## config.mk

```make
export PLATFORM = sky130hd
export DESIGN_NAME = length_prefixed_chunk_deframer_top
export DESIGN_NICKNAME = d
export VERILOG_FILES = /design/src/rtl/lpcd_pkg.sv /design/src/rtl/lpcd_in_stage.sv /design/src/rtl/lpcd_parse.sv /design/src/rtl/lpcd_out_stage.sv /design/src/rtl/length_prefixed_chunk_deframer_top.sv
export SDC_FILE = /design/constraint.sdc
export NUM_CORES = 1
export LEC_CHECK = 0
export BUFFER_PORTS_ARGS = -buffer_cell sky130_fd_sc_hd__buf_2
export CAP_MARGIN = 10
export CELL_PAD_IN_SITES_DETAIL_PLACEMENT = 0
export CELL_PAD_IN_SITES_GLOBAL_PLACEMENT = 1
export CORE_MARGIN = 2
export CORE_UTILIZATION = 45
export CTS_CLUSTER_SIZE = 40
export DETAILED_ROUTE_END_ITERATION = 8
export PLACE_DENSITY = 0.79
export REMOVE_ABC_BUFFERS = 1
export SKIP_CTS_REPAIR_TIMING = 1
export SYNTH_ARGS = -nofsm -noshare
export SYNTH_HDL_FRONTEND = slang
export SYNTH_SLANG_ARGS = --single-unit
```

## constraint.sdc

```tcl
create_clock -name aclk -period 3.9 [get_ports aclk]
set_input_delay 0.195 -clock aclk [delete_from_list [all_inputs] [get_ports aclk]]
set_output_delay 0.195 -clock aclk [all_outputs]
set_load 0.01 [all_outputs]
```

## src/rtl/lpcd_pkg.sv

```systemverilog
// Shared types and constants for the length-prefixed chunk deframer.
// Depends on nothing; the files that use it refer to it by scoped names.
package lpcd_pkg;

    typedef enum logic [1:0] {
        MODE_IDLE    = 2'd0,
        MODE_LENGTH  = 2'd1,
        MODE_PAYLOAD = 2'd2
    } parse_mode_t;

    localparam logic [7:0] CH_END   = 8'h24;  // '$'
    localparam logic [7:0] CH_OPEN  = 8'h28;  // '('
    localparam logic [7:0] CH_CLOSE = 8'h29;  // ')'
    localparam logic [7:0] CH_ZERO  = 8'h30;  // '0'
    localparam logic [7:0] CH_NINE  = 8'h39;  // '9'

    typedef struct packed {
        logic       length_overflow;
        logic       message_end;
        logic       data_valid;
        logic [7:0] data_byte;
    } result_t;

endpackage

```

## src/rtl/lpcd_in_stage.sv

```systemverilog
// Input register stage of the deframer: holds one received byte beat.
// Depends on nothing outside this file.
module lpcd_in_stage (
    input  logic       aclk,
    input  logic       aresetn,
    input  logic       in_valid,
    output logic       in_ready,
    input  logic [7:0] in_byte,
    output logic       held_valid,
    input  logic       take,
    output logic [7:0] held_byte
);

    logic       valid_reg;
    logic       valid_next;
    logic [7:0] byte_reg;

    // The stage refills in the same cycle that its beat moves on.
    assign in_ready   = !valid_reg || take;
    assign valid_next = (in_valid && in_ready) || (valid_reg && !take);

    always_ff @(posedge aclk) begin
        if (!aresetn) begin
            valid_reg <= 1'b0;
        end else begin
            valid_reg <= valid_next;
        end
    end

    always_ff @(posedge aclk) begin
        if (in_valid && in_ready) begin
            byte_reg <= in_byte;
        end
    end

    assign held_valid = valid_reg;
    assign held_byte  = byte_reg;

endmodule

```

## src/rtl/lpcd_parse.sv

```systemverilog
// Framing state machine and length datapath of the deframer.
// Depends on lpcd_pkg for the mode type, framing characters and result struct.
module lpcd_parse #(
    parameter int LEN_WIDTH = 16
) (
    input  logic               aclk,
    input  logic               aresetn,
    input  logic               advance,
    input  logic [7:0]         rx_byte,
    output lpcd_pkg::result_t  result
);

    localparam int WIDE_W = LEN_WIDTH + 4;

    lpcd_pkg::parse_mode_t mode_reg;
    lpcd_pkg::parse_mode_t mode_next;
    logic [LEN_WIDTH-1:0]  length_reg;
    logic [LEN_WIDTH-1:0]  length_next;
    logic                  stopped_reg;
    logic                  stopped_next;
    logic [LEN_WIDTH-1:0]  remaining_reg;
    logic [LEN_WIDTH-1:0]  remaining_next;

    logic                  is_digit;
    logic [WIDE_W-1:0]     length_wide;
    logic                  saturate;
    logic [LEN_WIDTH-1:0]  length_step;
    logic [LEN_WIDTH-1:0]  remaining_dec;

    assign is_digit = (rx_byte >= lpcd_pkg::CH_ZERO) && (rx_byte <= lpcd_pkg::CH_NINE);

    // length * 10 + digit, formed as (length << 3) + (length << 1) + digit.
    assign length_wide = {1'b0, length_reg, 3'b000} + {3'b000, length_reg, 1'b0}
                       + {{(WIDE_W-4){1'b0}}, rx_byte[3:0]};
    assign saturate    = |length_wide[WIDE_W-1:LEN_WIDTH];
    assign length_step = saturate ? {LEN_WIDTH{1'b1}} : length_wide[LEN_WIDTH-1:0];

    assign remaining_dec = remaining_reg - {{(LEN_WIDTH-1){1'b0}}, 1'b1};

    // Next mode.
    always_comb begin
        mode_next = lpcd_pkg::MODE_IDLE;
        unique case (mode_reg)
            lpcd_pkg::MODE_PAYLOAD: begin
                mode_next = (remaining_dec == '0) ? lpcd_pkg::MODE_IDLE
                                                  : lpcd_pkg::MODE_PAYLOAD;
            end
            lpcd_pkg::MODE_LENGTH: begin
                if (rx_byte == lpcd_pkg::CH_CLOSE) begin
                    mode_next = (length_reg != '0) ? lpcd_pkg::MODE_PAYLOAD
                                                   : lpcd_pkg::MODE_IDLE;
                end else begin
                    mode_next = lpcd_pkg::MODE_LENGTH;
                end
            end
            default: begin
                mode_next = (rx_byte == lpcd_pkg::CH_OPEN) ? lpcd_pkg::MODE_LENGTH
                                                           : lpcd_pkg::MODE_IDLE;
            end
        endcase
    end

    // Result fields and datapath updates.
    always_comb begin
        result         = '0;
        length_next    = length_reg;
        stopped_next   = stopped_reg;
        remaining_next = remaining_reg;
        unique case (mode_reg)
            lpcd_pkg::MODE_PAYLOAD: begin
                result.data_byte  = rx_byte;
                result.data_valid = 1'b1;
                remaining_next    = remaining_dec;
            end
            lpcd_pkg::MODE_LENGTH: begin
                if (rx_byte == lpcd_pkg::CH_CLOSE) begin
                    remaining_next = length_reg;
                    length_next    = '0;
                    stopped_next   = 1'b0;
                end else if (is_digit && !stopped_reg) begin
                    length_next            = length_step;
                    result.length_overflow = saturate;
                end else begin
                    stopped_next = 1'b1;
                end
            end
            default: begin
                if (rx_byte == lpcd_pkg::CH_END) begin
                    result.message_end = 1'b1;
                end else if (rx_byte == lpcd_pkg::CH_OPEN) begin
                    length_next  = '0;
                    stopped_next = 1'b0;
                end
            end
        endcase
    end

    always_ff @(posedge aclk) begin
        if (!aresetn) begin
            mode_reg      <= lpcd_pkg::MODE_IDLE;
            length_reg    <= '0;
            stopped_reg   <= 1'b0;
            remaining_reg <= '0;
        end else if (advance) begin
            mode_reg      <= mode_next;
            length_reg    <= length_next;
            stopped_reg   <= stopped_next;
            remaining_reg <= remaining_next;
        end
    end

endmodule

```

## src/rtl/lpcd_out_stage.sv

```systemverilog
// Result register stage of the deframer: holds one result beat for the sink.
// Depends on lpcd_pkg for the result struct.
module lpcd_out_stage (
    input  logic               aclk,
    input  logic               aresetn,
    input  logic               load_valid,
    output logic               load_ready,
    input  lpcd_pkg::result_t  load_result,
    output logic               out_valid,
    input  logic               out_ready,
    output lpcd_pkg::result_t  out_result
);

    logic              valid_reg;
    logic              valid_next;
    lpcd_pkg::result_t result_reg;

    assign load_ready = !valid_reg || out_ready;
    assign valid_next = (load_valid && load_ready) || (valid_reg && !out_ready);

    always_ff @(posedge aclk) begin
        if (!aresetn) begin
            valid_reg <= 1'b0;
        end else begin
            valid_reg <= valid_next;
        end
    end

    always_ff @(posedge aclk) begin
        if (load_valid && load_ready) begin
            result_reg <= load_result;
        end
    end

    assign out_valid  = valid_reg;
    assign out_result = result_reg;

endmodule

```

## src/rtl/length_prefixed_chunk_deframer_top.sv

```systemverilog
// Top level of the length-prefixed chunk deframer: input stage, parser, result stage.
// Depends on lpcd_pkg, lpcd_in_stage, lpcd_parse and lpcd_out_stage.
//
//  Channel   | Direction | tdata                | tuser
//  ----------+-----------+----------------------+-------------------------------------------
//  s_axis    | in        | [7:0] rx_byte        | none
//  m_axis    | out       | [7:0] data_byte      | [0] data_valid [1] message_end [2] length_overflow
//
// Every received byte gives exactly one result beat. The block takes one byte per cycle
// sustained while m_axis is ready; a byte's result passes from the input register through
// the combinational parser into the result register, which presents it on m_axis.
// Reset (aresetn low at a clock edge) empties both stages and returns the parser to idle
// between chunks with a zero length and payload count.
// When m_axis stalls, the result register holds its beat and the input register still
// takes one more byte; s_axis_tready falls only once both are full.
module length_prefixed_chunk_deframer_top #(
    parameter int LEN_WIDTH = 16
) (
    input  logic       aclk,
    input  logic       aresetn,
    input  logic       s_axis_tvalid,
    output logic       s_axis_tready,
    input  logic [7:0] s_axis_tdata,   // [7:0] rx_byte
    output logic       m_axis_tvalid,
    input  logic       m_axis_tready,
    output logic [7:0] m_axis_tdata,   // [7:0] data_byte
    output logic [2:0] m_axis_tuser    // [0] data_valid, [1] message_end, [2] length_overflow
);

    logic              held_valid;
    logic [7:0]        held_byte;
    logic              load_ready;
    logic              advance;
    lpcd_pkg::result_t parse_result;
    lpcd_pkg::result_t out_result;

    // A byte moves from the input register into the result register, and updates the
    // framing state, in the same cycle.
    assign advance = held_valid && load_ready;

    lpcd_in_stage u_in_stage (
        .aclk       (aclk),
        .aresetn    (aresetn),
        .in_valid   (s_axis_tvalid),
        .in_ready   (s_axis_tready),
        .in_byte    (s_axis_tdata),
        .held_valid (held_valid),
        .take       (advance),
        .held_byte  (held_byte)
    );

    lpcd_parse #(
        .LEN_WIDTH (LEN_WIDTH)
    ) u_parse (
        .aclk    (aclk),
        .aresetn (aresetn),
        .advance (advance),
        .rx_byte (held_byte),
        .result  (parse_result)
    );

    lpcd_out_stage u_out_stage (
        .aclk        (aclk),
        .aresetn     (aresetn),
        .load_valid  (held_valid),
        .load_ready  (load_ready),
        .load_result (parse_result),
        .out_valid   (m_axis_tvalid),
        .out_ready   (m_axis_tready),
        .out_result  (out_result)
    );

    assign m_axis_tdata = out_result.data_byte;
    assign m_axis_tuser = {out_result.length_overflow, out_result.message_end,
                           out_result.data_valid};

endmodule

```

==> flow_summary.ini <==
[placement]
place_congestion = 0.843
place_inst = 581
hpwlAfterDp_mm = 7.23
place_area_um2 = 4130
port_buffers = 24

[synth]
netlist_instances = 466
yosysWarnings = 0
synth_top_area_share_pct = 19.0
ys_seq_area_share_pct = 33.6
synth_cell_types = 56
synthArstFlopShare_pct = 0
synth_top_cell_by_area = dfxtp_1
ys.flop_type = dfxtp_1
synth_area_leaders = dfxtp_1 19%, edfxtp_1 15%, ha_1 11%
syn_area_per_cell_um2 = 8.38
synth-seq-cells = 56
syn_area_um2 = 3900
synth_edf_count = 19

[grt]
grt_overflow = 0
grt_use_total_pct = 21.2
antenna_found_initial = 0
grt_pass1_vias = 3403
grt_max_degree = 39
grt_pass1_wl_mm = 16.6

[critical_path]
worstPathRequired_ps = 4050
crit_arrival_ps = 3640
cp-start-kind = flip-flop
endpoint_kind = flip-flop
crit_family = compound AO/OA/AOI/OAI gates
slowest_stage = fa_1
cp_max_fo = 17
cp_slowest_stage_delay_ps = 530
cp.buffers_inverters = 2
r2r_setup_slack_ps = 410
worstPathCellList = inv_1, fa_1, fa_1, nor2b_1, o31ai_1, a211oi_1, o31ai_1, and2_1, o311a_1, buf_4, a211oi_1
crit_type = reg -> reg

[die]
ios = 25
start_util_pct = 47.1
coreArea_um2 = 8300
fp-row-count = 33
die_area_um2 = 9440
die_w_um = 97.2
die_h_um = 97.2

[clock_network]
clock_sinks = 56
htreeDepth = 2
clk_latency_ps = 310
cts_tree = yes
clk_pin_slew_ps = 100
cts_buffer_depth = 2
cts_buffers = 5
root_buffer = clkbuf_8

[detailed_routing]
wire_per_inst_um = 16.7
vias_per_cell = 5.99
drt_pass1_iterations = 5
route.detailed.drc = 0
wirelength_mm = 9.86
drt-initial-drc-count = 165
vias = 3528
postRouteAntennaNets = 0

[sta]
finalSetupTns_ps = 0
slew_headroom_pct = 36.2
hold_violations = 0
finalSetupViolCount = 0
max_freq_mhz = 286
worstMarginPinSlew_ps = 954
period_share_pct = 89.6
fin_crit_ps = 3490
finalClockSkew_ps = 7.99
rsz0062_at_grt = no
finalMaxSlewViolations = 0

[status]
status = complete, no violations

[run]
maxCapViolations = 0

[power]
pwr_density_cell_nw_per_um2 = 240
leakagePower_nw = 1.72
peakVddDrop_mv = 0.150

[layout]
fin_nets = 532
layout-drive-gt1-share_pct = 9.30
final_cell_mix = 50 x o21ai_0, 37 x dfxtp_1, 35 x ha_1
syn2layout_area_growth_pct = 7.95
final_common_cell = o21ai_0
seq_area_um2 = 1310
n_antenna_cell = 0
fin_area_um2 = 4220
fillers = 818
multi_input_area_um2 = 2440
final_cells = 589

[worst_hold_path]
hold_path_class = in -> reg
==> worst paths after layout <==
| check | start | to | depth (start not counted) |
|---|---|---|---|
| worst max-delay path | u_in_stage.held_byte[3]$_DFFE_PP_ | u_out_stage.out_result[10]$_SDFFCE_PN0P_ | 11 |
| worst min-delay path | s_axis_tdata[5] | u_in_stage.held_byte[5]$_DFFE_PP_ | 1 |
| worst max register to register | u_in_stage.held_byte[3]$_DFFE_PP_ | u_out_stage.out_result[10]$_SDFFCE_PN0P_ | 11 |
| worst min register to register | u_parse.remaining_reg[13]$_SDFFE_PN0P_ | u_parse.remaining_reg[13]$_SDFFE_PN0P_ | 2 |
==> power by group <==
part / switching (mW) / internal, mW / total [mW]
clock: 0.197 / 0.128 / 0.325
sequential: 0.00626 / 0.613 / 0.620
combinational: 0.0409 / 0.0237 / 0.0646
==> kinds of logic after synthesis <==
group | synth area share [%]
adders and majority gates | 12.2
and+or+nand+nor | 23.4
buffers and inverters | 4.04
xor gates and xnor gates | 3.59
muxes | 0.769
AOI/OAI and AO/OA | 22.4
DFF | 33.6
==> cell type report <==
type / instances / share of cell area [%]
tap: 105 / 3.12
multi-input combinational: 369 / 57.8
clock buffer: 6 / 1.72
sequential: 56 / 31.1
clock inverter: 2 / 0.386
timing repair buffer: 31 / 4.10
inverter: 20 / 1.78
==> per-stage QoR <==
| stage | util (%) | setup slack, ps | hold WS, ps | total power, mW |
|---|---|---|---|---|
| floorplan | - | 624 | 294 | 0.669 |
| global placement | 49.7 | 527 | 373 | 0.698 |
| detailed placement | 49.7 | 452 | 373 | 0.698 |
| CTS | 50.8 | 413 | 51.2 | 1.02 |
| global route | 50.8 | 203 | 41.5 | 1.05 |
| finish | 50.8 | 408 | 56.9 | 1.01 |
==> routing by layer <==
layer / wire [µm] / vias to the layer above / GRT usage (%)
li1: - / 1741 / -
met1: 4610 / 1690 / 28.5
met2: 4750 / 83 / 35.8
met3: 371 / 14 / 3.09
met4: 132 / 0 / 5.20
met5: 0 / - / 0
==> synth_stat cells, drive strengths merged, types with 9 or more instances <==
master   n
inv     20
nand2b   9
edfxtp  19
clkbuf  19
nor2    32
nand2   34
and2    11
nor3    23
ha      35
xnor2   11
dfxtp   37
o21ai   50
nor2b   27
a21oi   31
Power figures use the tool's default switching activity.
